### config.mk
export PLATFORM = sky130hd
export DESIGN_NAME = priority_round_robin_scheduler_core
export DESIGN_NICKNAME = d
export VERILOG_FILES = /design/src/hw/rtl/prr_pkg.sv /design/src/hw/rtl/prr_slot_mem.sv /design/src/hw/rtl/prr_link_mem.sv /design/src/hw/rtl/prr_level_table.sv /design/src/hw/rtl/priority_round_robin_scheduler_core.sv
export SDC_FILE = /design/constraint.sdc
export NUM_CORES = 2
export LEC_CHECK = 0
export BUFFER_PORTS_ARGS = -buffer_cell sky130_fd_sc_hd__buf_2
export CAP_MARGIN = 20
export CORE_ASPECT_RATIO = 0.75
export CORE_MARGIN = 5
export CORE_UTILIZATION = 60
export CTS_CLUSTER_SIZE = 20
export DETAILED_ROUTE_END_ITERATION = 6
export PLACE_DENSITY = 0.75
export REMOVE_ABC_BUFFERS = 1
export SYNTH_ARGS = -nofsm -noshare
export SYNTH_HDL_FRONTEND = slang
export SYNTH_SLANG_ARGS = --single-unit
### constraint.sdc
create_clock -name i_clk -period 5.5 [get_ports i_clk]
set_input_delay 1.375 -clock i_clk [delete_from_list [all_inputs] [get_ports i_clk]]
set_output_delay 1.375 -clock i_clk [all_outputs]
set_load 0.05 [all_outputs]
### src/hw/rtl/prr_pkg.sv
// Package for the priority round-robin scheduler core.
// Holds default sizes, request, thread state and status codes, and shared types.
// No dependencies.
package prr_pkg;

    localparam int DEF_THREAD_SLOTS    = 64;
    localparam int DEF_PRIORITY_LEVELS = 8;

    localparam logic [2:0] REQ_CREATE  = 3'd0;
    localparam logic [2:0] REQ_UNBLOCK = 3'd1;
    localparam logic [2:0] REQ_BLOCK   = 3'd2;
    localparam logic [2:0] REQ_YIELD   = 3'd3;
    localparam logic [2:0] REQ_TICK    = 3'd4;
    localparam logic [2:0] REQ_SETPRIO = 3'd5;
    localparam logic [2:0] REQ_REMOVE  = 3'd6;
    localparam logic [2:0] REQ_QUERY   = 3'd7;

    localparam logic [1:0] TS_FREE    = 2'd0;
    localparam logic [1:0] TS_READY   = 2'd1;
    localparam logic [1:0] TS_RUNNING = 2'd2;
    localparam logic [1:0] TS_WAITING = 2'd3;

    localparam logic [1:0] STAT_OK        = 2'd0;
    localparam logic [1:0] STAT_BAD_SLOT  = 2'd1;
    localparam logic [1:0] STAT_BAD_STATE = 2'd2;

    typedef struct packed {
        logic state;
        logic prio;
        logic ticks;
    } t_slot_we;

endpackage

### src/hw/rtl/prr_slot_mem.sv
// Per-slot memory: thread state, priority and CPU tick count.
// Field write enables, registered read; valid bits make unwritten slots read free.
// Depends on prr_pkg.
module prr_slot_mem import prr_pkg::*; #(
    parameter int THREAD_SLOTS = DEF_THREAD_SLOTS,
    localparam int SW = $clog2(THREAD_SLOTS)
) (
    input  logic          i_clk,
    input  logic          i_rst_n,
    input  logic [SW-1:0] i_rd_addr,
    output logic [1:0]    o_rd_state,
    output logic [2:0]    o_rd_prio,
    output logic [31:0]   o_rd_ticks,
    input  logic [SW-1:0] i_wr_addr,
    input  t_slot_we      i_we,
    input  logic [1:0]    i_wr_state,
    input  logic [2:0]    i_wr_prio,
    input  logic [31:0]   i_wr_ticks
);

    logic [1:0]  state_mem [THREAD_SLOTS];
    logic [2:0]  prio_mem  [THREAD_SLOTS];
    logic [31:0] ticks_mem [THREAD_SLOTS];
    logic [THREAD_SLOTS-1:0] r_vld;
    logic        r_vld_q;
    logic [1:0]  r_state_q;
    logic [2:0]  r_prio_q;
    logic [31:0] r_ticks_q;

    always_ff @(posedge i_clk) begin
        if (!i_rst_n) begin
            r_vld   <= '0;
            r_vld_q <= 1'b0;
        end else begin
            if (i_we.state) begin
                r_vld[i_wr_addr] <= 1'b1;
            end
            r_vld_q <= r_vld[i_rd_addr];
        end
    end

    always_ff @(posedge i_clk) begin
        if (i_we.state) begin
            state_mem[i_wr_addr] <= i_wr_state;
        end
        if (i_we.prio) begin
            prio_mem[i_wr_addr] <= i_wr_prio;
        end
        if (i_we.ticks) begin
            ticks_mem[i_wr_addr] <= i_wr_ticks;
        end
        r_state_q <= state_mem[i_rd_addr];
        r_prio_q  <= prio_mem[i_rd_addr];
        r_ticks_q <= ticks_mem[i_rd_addr];
    end

    assign o_rd_state = r_vld_q ? r_state_q : TS_FREE;
    assign o_rd_prio  = r_prio_q;
    assign o_rd_ticks = r_ticks_q;

endmodule

### src/hw/rtl/prr_link_mem.sv
// Ready-queue link memory: next and prev slot for each thread slot.
// One shared read address with registered data, separate write ports.
// Depends on prr_pkg.
module prr_link_mem import prr_pkg::*; #(
    parameter int THREAD_SLOTS = DEF_THREAD_SLOTS,
    localparam int SW = $clog2(THREAD_SLOTS)
) (
    input  logic          i_clk,
    input  logic [SW-1:0] i_rd_addr,
    output logic [SW-1:0] o_rd_next,
    output logic [SW-1:0] o_rd_prev,
    input  logic          i_nx_we,
    input  logic [SW-1:0] i_nx_addr,
    input  logic [SW-1:0] i_nx_data,
    input  logic          i_pv_we,
    input  logic [SW-1:0] i_pv_addr,
    input  logic [SW-1:0] i_pv_data
);

    logic [SW-1:0] next_mem [THREAD_SLOTS];
    logic [SW-1:0] prev_mem [THREAD_SLOTS];
    logic [SW-1:0] r_next_q;
    logic [SW-1:0] r_prev_q;

    always_ff @(posedge i_clk) begin
        if (i_nx_we) begin
            next_mem[i_nx_addr] <= i_nx_data;
        end
        if (i_pv_we) begin
            prev_mem[i_pv_addr] <= i_pv_data;
        end
        r_next_q <= next_mem[i_rd_addr];
        r_prev_q <= prev_mem[i_rd_addr];
    end

    assign o_rd_next = r_next_q;
    assign o_rd_prev = r_prev_q;

endmodule

### src/hw/rtl/prr_level_table.sv
// Per-level queue heads and non-empty flags, plus highest non-empty level search.
// Depends on prr_pkg.
module prr_level_table import prr_pkg::*; #(
    parameter int THREAD_SLOTS    = DEF_THREAD_SLOTS,
    parameter int PRIORITY_LEVELS = DEF_PRIORITY_LEVELS,
    localparam int SW = $clog2(THREAD_SLOTS),
    localparam int LW = $clog2(PRIORITY_LEVELS)
) (
    input  logic          i_clk,
    input  logic          i_rst_n,
    input  logic [LW-1:0] i_lv,
    output logic [SW-1:0] o_head,
    output logic          o_nonempty,
    input  logic          i_head_we,
    input  logic [SW-1:0] i_head_data,
    input  logic          i_ne_we,
    input  logic          i_ne_data,
    output logic          o_any,
    output logic [LW-1:0] o_top_lv
);

    logic [SW-1:0]              r_head [PRIORITY_LEVELS];
    logic [PRIORITY_LEVELS-1:0] r_ne;

    always_ff @(posedge i_clk) begin
        if (!i_rst_n) begin
            r_ne <= '0;
        end else if (i_ne_we) begin
            r_ne[i_lv] <= i_ne_data;
        end
    end

    always_ff @(posedge i_clk) begin
        if (i_head_we) begin
            r_head[i_lv] <= i_head_data;
        end
    end

    always_comb begin
        o_top_lv = '0;
        for (int i = 0; i < PRIORITY_LEVELS; i++) begin
            if (r_ne[i]) begin
                o_top_lv = LW'(i);
            end
        end
    end

    assign o_any      = |r_ne;
    assign o_head     = r_head[i_lv];
    assign o_nonempty = r_ne[i_lv];

endmodule

### src/hw/rtl/priority_round_robin_scheduler_core.sv
// Priority round-robin scheduler core: sequencer over slot, link and level tables.
// Each request walks the states it needs (slot read, enqueue, dequeue, schedule pass),
// with dependent link memory reads between them; one word in flight at a time, so a
// new word is taken only after the last one has moved into the output register.
// A finished word waits in the output register while the next word is taken.
// Synchronous active-low reset: all slots free, all levels empty, idle thread runs.
module priority_round_robin_scheduler_core import prr_pkg::*; #(
    parameter int THREAD_SLOTS    = DEF_THREAD_SLOTS,
    parameter int PRIORITY_LEVELS = DEF_PRIORITY_LEVELS,
    localparam int SW = $clog2(THREAD_SLOTS),
    localparam int LW = $clog2(PRIORITY_LEVELS)
) (
    input  logic        i_clk,
    input  logic        i_rst_n,
    input  logic        i_in_valid,
    output logic        o_in_stall,
    input  logic [2:0]  i_req_type,
    input  logic [5:0]  i_thread_slot,
    input  logic [2:0]  i_priority_req,
    output logic        o_out_valid,
    input  logic        i_out_stall,
    output logic [5:0]  o_running_slot,
    output logic        o_running_idle,
    output logic        o_switched,
    output logic [1:0]  o_result_status,
    output logic [1:0]  o_query_state,
    output logic [2:0]  o_query_priority,
    output logic [31:0] o_query_cpu_time
);

    localparam logic [3:0] S_IDLE = 4'd0;
    localparam logic [3:0] S_RDS  = 4'd1;
    localparam logic [3:0] S_ENQ0 = 4'd2;
    localparam logic [3:0] S_ENQ1 = 4'd3;
    localparam logic [3:0] S_ENQ2 = 4'd4;
    localparam logic [3:0] S_DEQ0 = 4'd5;
    localparam logic [3:0] S_DEQ1 = 4'd6;
    localparam logic [3:0] S_SCH0 = 4'd7;
    localparam logic [3:0] S_SCH1 = 4'd8;
    localparam logic [3:0] S_DONE = 4'd9;

    logic [3:0]    r_state;
    logic [2:0]    r_req;
    logic [2:0]    r_prio;
    logic          r_slot_ok;
    logic [SW-1:0] r_addr;
    logic [SW-1:0] r_cur;
    logic          r_idle;
    logic [SW-1:0] r_old_cur;
    logic          r_old_idle;
    logic [SW-1:0] r_t;
    logic [SW-1:0] r_tail;
    logic [LW-1:0] r_lv;
    logic [LW-1:0] r_new_lv;
    logic          r_do_enq;
    logic          r_do_sched;
    logic [1:0]    r_status;
    logic [1:0]    r_qs;
    logic [2:0]    r_qp;
    logic [31:0]   r_qc;
    logic          r_ov;
    logic [5:0]    r_o_slot;
    logic          r_o_idle;
    logic          r_o_sw;
    logic [1:0]    r_o_status;
    logic [1:0]    r_o_qs;
    logic [2:0]    r_o_qp;
    logic [31:0]   r_o_qc;

    logic            accept;
    logic            in_ok;
    logic [SW+5:0]   in_ext;
    logic [SW-1:0]   in_slot;
    logic [2:0]      in_prio;
    logic [SW-1:0]   rd_addr;
    logic [LW+2:0]   rd_pr_ext;
    logic [LW+2:0]   new_pr_ext;
    logic [LW-1:0]   rd_lv;
    logic [LW-1:0]   new_lv;
    logic [1:0]      st_eff;
    logic            run_ok;
    logic            need_sched;
    logic [SW+5:0]   cur_ext;
    logic            load_out;

    logic [1:0]    sm_state;
    logic [2:0]    sm_prio;
    logic [31:0]   sm_ticks;
    logic [SW-1:0] sm_wr_addr;
    t_slot_we      sm_we;
    logic [1:0]    sm_wr_state;
    logic [2:0]    sm_wr_prio;
    logic [31:0]   sm_wr_ticks;

    logic [SW-1:0] lk_rd_addr;
    logic [SW-1:0] lk_next;
    logic [SW-1:0] lk_prev;
    logic          lk_nx_we;
    logic [SW-1:0] lk_nx_addr;
    logic [SW-1:0] lk_nx_data;
    logic          lk_pv_we;
    logic [SW-1:0] lk_pv_addr;
    logic [SW-1:0] lk_pv_data;

    logic [SW-1:0] lv_head;
    logic          lv_ne;
    logic          lv_head_we;
    logic [SW-1:0] lv_head_data;
    logic          lv_ne_we;
    logic          lv_ne_data;
    logic          lv_any;
    logic [LW-1:0] lv_top;

    assign accept     = i_in_valid && (r_state == S_IDLE);
    assign o_in_stall = (r_state != S_IDLE);
    assign in_ok      = 32'(i_thread_slot) < THREAD_SLOTS;
    assign in_ext     = {{SW{1'b0}}, i_thread_slot};
    assign in_slot    = in_ok ? in_ext[SW-1:0] : '0;
    assign in_prio    = (32'(i_priority_req) >= PRIORITY_LEVELS) ?
                        3'(PRIORITY_LEVELS - 1) : i_priority_req;
    assign rd_addr    = (i_req_type == REQ_BLOCK || i_req_type == REQ_YIELD ||
                         i_req_type == REQ_TICK) ? r_cur : in_slot;

    assign rd_pr_ext  = {{LW{1'b0}}, sm_prio};
    assign new_pr_ext = {{LW{1'b0}}, r_prio};
    assign rd_lv      = rd_pr_ext[LW-1:0];
    assign new_lv     = new_pr_ext[LW-1:0];
    assign st_eff     = r_slot_ok ? sm_state : TS_FREE;
    assign run_ok     = !r_idle && (sm_state == TS_RUNNING);
    assign need_sched = !r_idle && (r_cur == r_addr);
    assign cur_ext    = {6'b0, r_cur};
    assign load_out   = (r_state == S_DONE) && (!r_ov || !i_out_stall);

    always_comb begin
        sm_wr_addr   = r_addr;
        sm_we        = '0;
        sm_wr_state  = TS_READY;
        sm_wr_prio   = r_prio;
        sm_wr_ticks  = sm_ticks + 32'd1;
        lk_rd_addr   = r_t;
        lk_nx_we     = 1'b0;
        lk_nx_addr   = r_t;
        lk_nx_data   = r_t;
        lk_pv_we     = 1'b0;
        lk_pv_addr   = r_t;
        lk_pv_data   = r_t;
        lv_head_we   = 1'b0;
        lv_head_data = r_t;
        lv_ne_we     = 1'b0;
        lv_ne_data   = 1'b1;
        unique case (r_state)
            S_RDS: begin
                unique case (r_req)
                    REQ_CREATE: begin
                        if (r_slot_ok && sm_state == TS_FREE) begin
                            sm_we       = '{state: 1'b1, prio: 1'b1, ticks: 1'b1};
                            sm_wr_ticks = '0;
                        end
                    end
                    REQ_UNBLOCK: begin
                        sm_we.state = (st_eff == TS_WAITING);
                    end
                    REQ_BLOCK: begin
                        sm_we.state = !r_idle;
                        sm_wr_state = TS_WAITING;
                    end
                    REQ_YIELD: begin
                        sm_we.state = run_ok;
                    end
                    REQ_TICK: begin
                        sm_we.state = run_ok;
                        sm_we.ticks = run_ok;
                    end
                    REQ_SETPRIO: begin
                        sm_we.prio = (st_eff != TS_FREE);
                    end
                    REQ_REMOVE: begin
                        sm_we.state = (st_eff != TS_FREE);
                        sm_wr_state = TS_FREE;
                    end
                    default: begin
                    end
                endcase
            end
            S_ENQ0: begin
                if (!lv_ne) begin
                    lv_head_we = 1'b1;
                    lv_ne_we   = 1'b1;
                    lk_nx_we   = 1'b1;
                    lk_pv_we   = 1'b1;
                end else begin
                    lk_rd_addr = lv_head;
                end
            end
            S_ENQ1: begin
                lk_nx_we   = 1'b1;
                lk_nx_data = lv_head;
                lk_pv_we   = 1'b1;
                lk_pv_data = lk_prev;
            end
            S_ENQ2: begin
                lk_nx_we   = 1'b1;
                lk_nx_addr = r_tail;
                lk_pv_we   = 1'b1;
                lk_pv_addr = lv_head;
            end
            S_DEQ1: begin
                if (lk_next == r_t) begin
                    lv_ne_we   = 1'b1;
                    lv_ne_data = 1'b0;
                end else begin
                    lk_nx_we     = 1'b1;
                    lk_nx_addr   = lk_prev;
                    lk_nx_data   = lk_next;
                    lk_pv_we     = 1'b1;
                    lk_pv_addr   = lk_next;
                    lk_pv_data   = lk_prev;
                    lv_head_we   = (lv_head == r_t);
                    lv_head_data = lk_next;
                end
            end
            S_SCH1: begin
                sm_wr_addr  = lv_head;
                sm_we.state = 1'b1;
                sm_wr_state = TS_RUNNING;
            end
            default: begin
            end
        endcase
    end

    always_ff @(posedge i_clk) begin
        if (!i_rst_n) begin
            r_state    <= S_IDLE;
            r_cur      <= '0;
            r_idle     <= 1'b1;
            r_do_enq   <= 1'b0;
            r_do_sched <= 1'b0;
            r_ov       <= 1'b0;
        end else begin
            if (load_out) begin
                r_ov <= 1'b1;
            end else if (!i_out_stall) begin
                r_ov <= 1'b0;
            end
            unique case (r_state)
                S_IDLE: begin
                    if (accept) begin
                        r_req      <= i_req_type;
                        r_prio     <= in_prio;
                        r_slot_ok  <= in_ok;
                        r_addr     <= rd_addr;
                        r_old_cur  <= r_cur;
                        r_old_idle <= r_idle;
                        r_status   <= STAT_OK;
                        r_qs       <= '0;
                        r_qp       <= '0;
                        r_qc       <= '0;
                        r_do_enq   <= 1'b0;
                        r_do_sched <= 1'b0;
                        r_state    <= S_RDS;
                    end
                end
                S_RDS: begin
                    r_t     <= r_addr;
                    r_state <= S_DONE;
                    unique case (r_req)
                        REQ_CREATE: begin
                            if (!r_slot_ok || sm_state != TS_FREE) begin
                                r_status <= STAT_BAD_SLOT;
                            end else begin
                                r_lv    <= new_lv;
                                r_state <= S_ENQ0;
                            end
                        end
                        REQ_UNBLOCK: begin
                            if (st_eff == TS_FREE) begin
                                r_status <= STAT_BAD_SLOT;
                            end else if (st_eff != TS_WAITING) begin
                                r_status <= STAT_BAD_STATE;
                            end else begin
                                r_lv    <= rd_lv;
                                r_state <= S_ENQ0;
                            end
                        end
                        REQ_BLOCK: begin
                            if (r_idle) begin
                                r_status <= STAT_BAD_STATE;
                            end else begin
                                r_state <= S_SCH0;
                            end
                        end
                        REQ_YIELD, REQ_TICK: begin
                            if (run_ok) begin
                                r_lv       <= rd_lv;
                                r_do_sched <= 1'b1;
                                r_state    <= S_ENQ0;
                            end else begin
                                r_state <= S_SCH0;
                            end
                        end
                        REQ_SETPRIO: begin
                            if (st_eff == TS_FREE) begin
                                r_status <= STAT_BAD_SLOT;
                            end else if (st_eff == TS_READY) begin
                                r_lv     <= rd_lv;
                                r_new_lv <= new_lv;
                                r_do_enq <= 1'b1;
                                r_state  <= S_DEQ0;
                            end
                        end
                        REQ_REMOVE: begin
                            if (st_eff == TS_FREE) begin
                                r_status <= STAT_BAD_SLOT;
                            end else if (st_eff == TS_READY) begin
                                r_lv       <= rd_lv;
                                r_do_sched <= need_sched;
                                r_state    <= S_DEQ0;
                            end else if (need_sched) begin
                                r_state <= S_SCH0;
                            end
                        end
                        default: begin
                            if (st_eff == TS_FREE) begin
                                r_status <= STAT_BAD_SLOT;
                            end else begin
                                r_qs <= st_eff;
                                r_qp <= sm_prio;
                                r_qc <= sm_ticks;
                            end
                        end
                    endcase
                end
                S_ENQ0: begin
                    if (lv_ne) begin
                        r_state <= S_ENQ1;
                    end else begin
                        r_do_sched <= 1'b0;
                        r_state    <= r_do_sched ? S_SCH0 : S_DONE;
                    end
                end
                S_ENQ1: begin
                    r_tail  <= lk_prev;
                    r_state <= S_ENQ2;
                end
                S_ENQ2: begin
                    r_do_sched <= 1'b0;
                    r_state    <= r_do_sched ? S_SCH0 : S_DONE;
                end
                S_DEQ0: begin
                    r_state <= S_DEQ1;
                end
                S_DEQ1: begin
                    priority if (r_do_enq) begin
                        r_do_enq <= 1'b0;
                        r_lv     <= r_new_lv;
                        r_state  <= S_ENQ0;
                    end else if (r_do_sched) begin
                        r_do_sched <= 1'b0;
                        r_state    <= S_SCH0;
                    end else begin
                        r_state <= S_DONE;
                    end
                end
                S_SCH0: begin
                    if (lv_any) begin
                        r_lv    <= lv_top;
                        r_state <= S_SCH1;
                    end else begin
                        r_idle  <= 1'b1;
                        r_state <= S_DONE;
                    end
                end
                S_SCH1: begin
                    r_t     <= lv_head;
                    r_cur   <= lv_head;
                    r_idle  <= 1'b0;
                    r_state <= S_DEQ0;
                end
                S_DONE: begin
                    if (load_out) begin
                        r_state <= S_IDLE;
                    end
                end
                default: begin
                    r_state <= S_IDLE;
                end
            endcase
        end
    end

    always_ff @(posedge i_clk) begin
        if (load_out) begin
            r_o_slot   <= r_idle ? 6'd0 : cur_ext[5:0];
            r_o_idle   <= r_idle;
            r_o_sw     <= (r_old_idle != r_idle) || (!r_idle && r_old_cur != r_cur);
            r_o_status <= r_status;
            r_o_qs     <= r_qs;
            r_o_qp     <= r_qp;
            r_o_qc     <= r_qc;
        end
    end

    assign o_out_valid      = r_ov;
    assign o_running_slot   = r_o_slot;
    assign o_running_idle   = r_o_idle;
    assign o_switched       = r_o_sw;
    assign o_result_status  = r_o_status;
    assign o_query_state    = r_o_qs;
    assign o_query_priority = r_o_qp;
    assign o_query_cpu_time = r_o_qc;

    prr_slot_mem #(
        .THREAD_SLOTS (THREAD_SLOTS)
    ) u_slot_mem (
        .i_clk      (i_clk),
        .i_rst_n    (i_rst_n),
        .i_rd_addr  (rd_addr),
        .o_rd_state (sm_state),
        .o_rd_prio  (sm_prio),
        .o_rd_ticks (sm_ticks),
        .i_wr_addr  (sm_wr_addr),
        .i_we       (sm_we),
        .i_wr_state (sm_wr_state),
        .i_wr_prio  (sm_wr_prio),
        .i_wr_ticks (sm_wr_ticks)
    );

    prr_link_mem #(
        .THREAD_SLOTS (THREAD_SLOTS)
    ) u_link_mem (
        .i_clk     (i_clk),
        .i_rd_addr (lk_rd_addr),
        .o_rd_next (lk_next),
        .o_rd_prev (lk_prev),
        .i_nx_we   (lk_nx_we),
        .i_nx_addr (lk_nx_addr),
        .i_nx_data (lk_nx_data),
        .i_pv_we   (lk_pv_we),
        .i_pv_addr (lk_pv_addr),
        .i_pv_data (lk_pv_data)
    );

    prr_level_table #(
        .THREAD_SLOTS    (THREAD_SLOTS),
        .PRIORITY_LEVELS (PRIORITY_LEVELS)
    ) u_level_table (
        .i_clk       (i_clk),
        .i_rst_n     (i_rst_n),
        .i_lv        (r_lv),
        .o_head      (lv_head),
        .o_nonempty  (lv_ne),
        .i_head_we   (lv_head_we),
        .i_head_data (lv_head_data),
        .i_ne_we     (lv_ne_we),
        .i_ne_data   (lv_ne_data),
        .o_any       (lv_any),
        .o_top_lv    (lv_top)
    );

endmodule

=== Yosys cells after proc, flatten, opt, wreduce, memory -nomap -nowiden ===
Memories as Yosys holds them, arrays and structs flattened. A register that Yosys moved wholly into a read port is not among the register bits.
Index checks and enable logic that the tools add are counted.

* Flip-flop bits (word level): 210
* Bits in writable memories: 3184
* Bits of input ports: 16
* Output and inout port bits: 49
* Word-level logic and storage cells: 260
* Memories kept: 6

{| class="wikitable"
|+ Memory list
! memory !! depth !! bits a word !! rd ports !! clocked after Yosys merged registers in !! write ports !! RTL line !! source
|-
| u_slot_mem.ticks_mem || 64 || 32 || 1 || 1 || 1 || prr_slot_mem.sv:23 || <nowiki>logic [31:0] ticks_mem [THREAD_SLOTS];</nowiki>
|-
| u_link_mem.next_mem || 64 || 6 || 1 || 1 || 1 || prr_link_mem.sv:20 || <nowiki>logic [SW-1:0] next_mem [THREAD_SLOTS];</nowiki>
|-
| u_link_mem.prev_mem || 64 || 6 || 1 || 1 || 1 || prr_link_mem.sv:21 || <nowiki>logic [SW-1:0] prev_mem [THREAD_SLOTS];</nowiki>
|-
| u_slot_mem.prio_mem || 64 || 3 || 1 || 1 || 1 || prr_slot_mem.sv:22 || <nowiki>logic [2:0] prio_mem [THREAD_SLOTS];</nowiki>
|-
| u_slot_mem.state_mem || 64 || 2 || 1 || 1 || 1 || prr_slot_mem.sv:21 || <nowiki>logic [1:0] state_mem [THREAD_SLOTS];</nowiki>
|-
| u_level_table.r_head || 8 || 6 || 1 || 1 || 1 || prr_level_table.sv:22 || <nowiki>logic [SW-1:0] r_head [PRIORITY_LEVELS];</nowiki>
|}

* Add/sub/neg operators: 1
* Magnitude comparators: 5
* Equality and inequality tests: 54
* Multiplexer cells: 122
* Bitwise logic cells: 2
* Reduce and logical (&&, ||, !) cells: 41

{| class="wikitable"
|+ Operators with widths
! cell !! number
|-
| $mux 32 || 6
|-
| $or 64x64->64 || 1
|-
| $pmux 32 s2 || 1
|-
| $pmux 6 s2 || 5
|-
| $mux 4 || 14
|-
| $mux 3 || 18
|-
| $mux 6 || 7
|-
| $pmux 4 s10 || 1
|-
| $mux 1 || 33
|-
| $ne 3x3->1 const B || 11
|-
| $add 32x1->32 const B || 1
|-
| $ne 2x2->1 const B || 13
|-
| $mux 2 || 12
|-
| $pmux 4 s6 || 1
|-
| $eq 6x6->1 || 3
|-
| $eq 4x3->1 const B || 4
|-
| $pmux 2 s2 || 4
|-
| $reduce_and 8->1 || 2
|-
| $reduce_and 5->1 || 3
|-
| $lt 6x7->1 const B || 2
|-
| $pmux 1 s2 || 7
|-
| $eq 3x2->1 const B || 4
|-
| $eq 3x3->1 const B || 4
|-
| $pmux 3 s4 || 1
|-
| 41 further kinds || 67
|}

=== Depth between registers and ports, before layout ===
* Word-level depth: 10
* Gate-level depth with buffers: 14
* Depth with buffers taken out: 9

=== By module ===
A second synthesis with hierarchy kept.

* Cell total of the unflattened synthesis: 6379
* Area total of the unflattened synthesis: 133556.8 sq um

{| class="wikitable"
|+ Modules (own cells, without submodules)
! module !! instances !! cells each !! area an instance (sq um) !! sequential area each (sq um)
|-
| prr_slot_mem || 1 || 4140 || 93657.3 || 73150.2
|-
| prr_link_mem || 1 || 1431 || 30259.0 || 23302.3
|-
| priority_round_robin_scheduler_core || 1 || 670 || 7310.8 || 3973.8
|-
| prr_level_table || 1 || 138 || 2329.7 || 1601.5
|}

=== Worst setup path after synthesis ===
OpenSTA, ideal clock, no wires.

* Path type: register to register
* From: register r_state[3]
* To: memory u_link_mem.prev_mem[0][1] (netlist bit), data pin
* Setup time: 702 ps
* Data arrival time: 4244 ps
* Required time: 4798 ps
* Path slack: 554 ps
* Cell stages (with the launch flop): 7
* Path buffers: 1
* Period minus slack after synthesis: 4946 ps
* Path through: dfxtp_1 > clkbuf_1 > nor3_1 > nand2_1 > nor2_1 > nor2_1 > o21ai_0

* Word-level cells in the longest chain between the ends: 2
* Elaborated cells on any way between the ends: 3
* Classes of those cells: eq/ne: 2; mux: 1

{| class="wikitable"
|+ Ends and longest elaborated chain
! element !! RTL line !! source
|-
| from (decl) || priority_round_robin_scheduler_core.sv:42 || <nowiki>logic [3:0] r_state;</nowiki>
|-
| from (signal assigned) || priority_round_robin_scheduler_core.sv:339 || <nowiki>r_state <= r_do_sched ? S_SCH0 : S_DONE;</nowiki>
|-
| from (signal assigned) || priority_round_robin_scheduler_core.sv:348 || <nowiki>r_state <= r_do_sched ? S_SCH0 : S_DONE;</nowiki>
|-
| $eq 4x3->1 or $eq 4x2->1 (tied branches) || priority_round_robin_scheduler_core.sv:151 || <nowiki>unique case (r_state)</nowiki>
|-
| $pmux 6 s2 (*) || priority_round_robin_scheduler_core.sv:151 ||
|-
| net lk_pv_data[1] || priority_round_robin_scheduler_core.sv:103 || <nowiki>logic [SW-1:0] lk_pv_data;</nowiki>
|-
| to (decl) || prr_link_mem.sv:21 ||
|}

Mark *: on every way through the listed nets, which the timed path passes. The rest lies on a longest branch.

==> impl_metrics.py <==
metrics = {
    "status": {
        "outcome": "finished, final reports clean",
    },
    "synthesis": {
        "yosysWarnings": 0,
        "synth.largest_area_cell": "edfxtp_1",
        "synthesis.area_um2": 140000,
        "synth.distinct_cells": 75,
        "synth-edff-count": 3307,
        "synth_top_area_share_pct": 70.9,
        "ys_seq_area_share_pct": 72.9,
        "syn-instance-count": 7832,
        "synth-seq-cells": 3446,
        "netlist_top_cells_area": "edfxtp_1, mux4_2, mux2i_1",
        "synth-main-ff-cell": "edfxtp_1",
        "postSynth.asyncResetShare_pct": 0,
        "avgSynthCellArea_um2": 17.9,
    },
    "worst_setup_path": {
        "critPathTopFamily": "simple AND/OR/NAND/NOR gates",
        "reg2reg_to": "u_level_table.r_head[1][0]",
        "slowest_stage": "dfxtp_1",
        "critical_path_class": "flip-flop to flip-flop",
        "cp_max_fo": 50,
        "reg2reg_depth": 7,
        "cp.required_ns": 5.97,
        "critPathMostFrequentCell": "nor2_1",
        "crit_path_end_kind": "flip-flop",
        "path_buf_inv": 1,
        "r2r_slack_ns": 0.64,
        "cpPeakStageDelay_ns": 0.76,
        "crit_chain": "mux4_2 > mux2i_4 > buf_4 > xnor2_1 > nor4_1 > nor2_1 > nor2_1",
        "startpoint_type": "flip-flop",
        "worstPathArrival_ns": 5.33,
    },
    "clock_tree": {
        "cts_setup_buffers": 0,
        "cts.htree.levels": 5,
        "clk_path_buf_depth": 4,
        "clock-root-buffer": "clkbuf_16",
        "ctsResizeCount": 0,
        "postCtsHoldBufs": 0,
        "cts_buffers": 321,
        "cts_tree": "built",
        "cts_sinks": 3446,
        "path_clk_slew_ns": 0.07,
        "clk_latency_ns": 0.90,
    },
    "global_route": {
        "grt_max_degree": 221,
        "track_usage_pct": 29.4,
        "overflow": 0,
        "antenna_found_initial": 6,
        "grt_pass1_wl_um": 528000,
        "grt_pass1_vias": 76848,
    },
    "timing": {
        "hold_slack_ns": 0.421,
        "relSlewSlack_pct": 21.3,
        "drv_slew": 0,
        "setup_violations": 0,
        "fin_crit_ns": 4.86,
        "rsz0062_at_grt": "false",
        "worst_pin_slew_ns": 1.18,
        "fmax_mhz": 206,
        "finalSetupTns_ns": 0,
        "hold_viol": 0,
        "fin_crit_sh_pct": 88.4,
        "fin_skew_ns": 0.0713,
    },
    "final_layout": {
        "layout_commonest_cell": "edfxtp_1",
        "area_delta_synth_final_pct": 12.1,
        "final_cell_mix": "edfxtp_1, mux2i_1, mux4_2, nand2_1, nor2_1",
        "final_util_pct": 67.7,
        "multi_input_area_um2": 36500,
        "layout-drive-gt1-share_pct": 20.3,
        "regArea_um2": 102000,
        "fin_nets": 8033,
        "fillers": 14406,
        "finalNonFillerCells": 11379,
    },
    "detailed_routing": {
        "ant_nets": 0,
        "drc": 0,
        "drt_iter0_drc": 12083,
        "vias": 79152,
        "wl_per_cell_um": 31.9,
        "routed_wl_um": 363000,
        "drt_pass1_iterations": 6,
        "vias_per_cell": 6.96,
    },
    "power": {
        "p_leak_nw": 52.6,
        "irDropWorstVdd_v": 0.000344,
        "power_density_nw_per_um2": 460,
    },
    "floorplanning": {
        "die_x_um": 568,
        "coreArea_um2": 232000,
        "initial_core_util_pct": 60.4,
        "die-area_um2": 243000,
        "die_h_um": 429,
        "ioPinCount": 65,
        "rows": 153,
    },
    "min_path": {
        "hold_end": "o_query_cpu_time[14]",
        "min_path_type": "flip-flop to flip-flop",
        "hold_start": "r_qc[14]",
        "hold_path_depth": 0,
    },
    "place": {
        "dpl.hpwl_um": 208000,
        "io_buffers": 64,
        "dp_cells": 10787,
        "gp_congestion": 0.882,
    },
    "flow_run": {
        "maxCapViolCount": 0,
    },
}
area by class of cell:
type | instances | share of cell area, %
repair buffers | 416 | 2.42
well taps | 3100 | 2.47
flip-flops and latches | 3446 | 65.0
inverters | 24 | 0.0589
clock inverters | 196 | 1.40
multi-input cells | 3807 | 23.2
clock buffers | 389 | 5.44
diodes | 1 | 0.00159
synthesized netlist by cell type, types with 96 or more instances:
| cell | number |
|---|---|
| a211oi_1 | 144 |
| a22o_1 | 145 |
| and3_1 | 209 |
| buf_1 | 96 |
| buf_2 | 137 |
| clkbuf_1 | 284 |
| dfxtp_1 | 139 |
| edfxtp_1 | 3307 |
| mux2i_1 | 715 |
| mux4_2 | 622 |
| nand2_1 | 485 |
| nand3_1 | 176 |
| nand4_1 | 291 |
| nor2_1 | 451 |
layer usage:
metal | share of wire (%) | wire length [um] | track usage [%] | up-vias
li1 | - | - | - | 32209
met1 | 38 | 138000 | 43.3 | 40611
met2 | 46 | 165000 | 43.8 | 5580
met3 | 13 | 47200 | 7.51 | 752
met4 | 3.6 | 13100 | 9.72 | 0
met5 | 0 | 0 | 0 | -
worst register-to-register path: cells and delay by family (launching register included):
kind	cells	cell delay, ns
XOR/XNOR	1	0.14
buffers and inverters	1	0.68
flip-flops	1	0.76
multiplexers	2	1.17
AND/OR/NAND/NOR	3	1.71
sequential cells by signal, indices dropped and copies added (netlist names), 4 cells and up, named ones only:
| signal | cells |
|---|---|
| u_slot_mem.state_mem | 128 |
| r_qc | 32 |
| r_t | 6 |
| u_link_mem.o_rd_prev | 6 |
| u_slot_mem.r_vld | 64 |
| r_cur | 6 |
| u_level_table.r_ne | 8 |
| u_link_mem.o_rd_next | 6 |
| o_query_cpu_time | 32 |
| u_slot_mem.o_rd_ticks | 32 |
| o_running_slot | 6 |
| r_addr | 6 |
| u_link_mem.prev_mem | 384 |
| u_slot_mem.prio_mem | 192 |
| r_state | 4 |
| u_link_mem.next_mem | 384 |
| r_old_cur | 6 |
| r_tail | 6 |
| u_slot_mem.ticks_mem | 2048 |
| u_level_table.r_head | 48 |
worst max path at each step:
stage,to,cells past startpoint,from
final,u_level_table.r_head[1][0],7,flip-flop
after global routing,u_level_table.r_head[1][0],7,flip-flop
after floorplan,u_slot_mem.o_rd_prio[0],7,i_req_type[0]
after detailed placement,u_slot_mem.o_rd_ticks[22],9,i_req_type[2]
after CTS,u_level_table.r_head[1][0],7,flip-flop
after global placement,u_slot_mem.o_rd_ticks[22],10,i_req_type[0]
power breakdown:
group          internal (W)  switching (W)
logic               0.00459         0.0112
clock network        0.0132        0.00967
registers            0.0329       0.000717
cells by family after synthesis:
group	Yosys count	share of synthesized area [%]
AO/OA/AOI/OAI	694	3.88
XOR/XNOR	53	0.331
adder cells (fa/ha/maj)	1	0.00893
buffers and inverters	579	1.84
flip-flops	3446	72.9
multiplexers	1361	15.3
AND/OR/NAND/NOR	1698	5.77
stage by stage:
stage                     power [W]  setup slack, ns  cell area, um^2
final                        0.0723            0.639           157000
after global routing         0.0744            0.457           157000
after CTS                    0.0721            0.876           157000
after detailed placement     0.0495            0.205           146000
after global placement       0.0490            0.256           146000
after floorplan              0.0451           -20.29           138000
(Power assumes the default switching activity.)
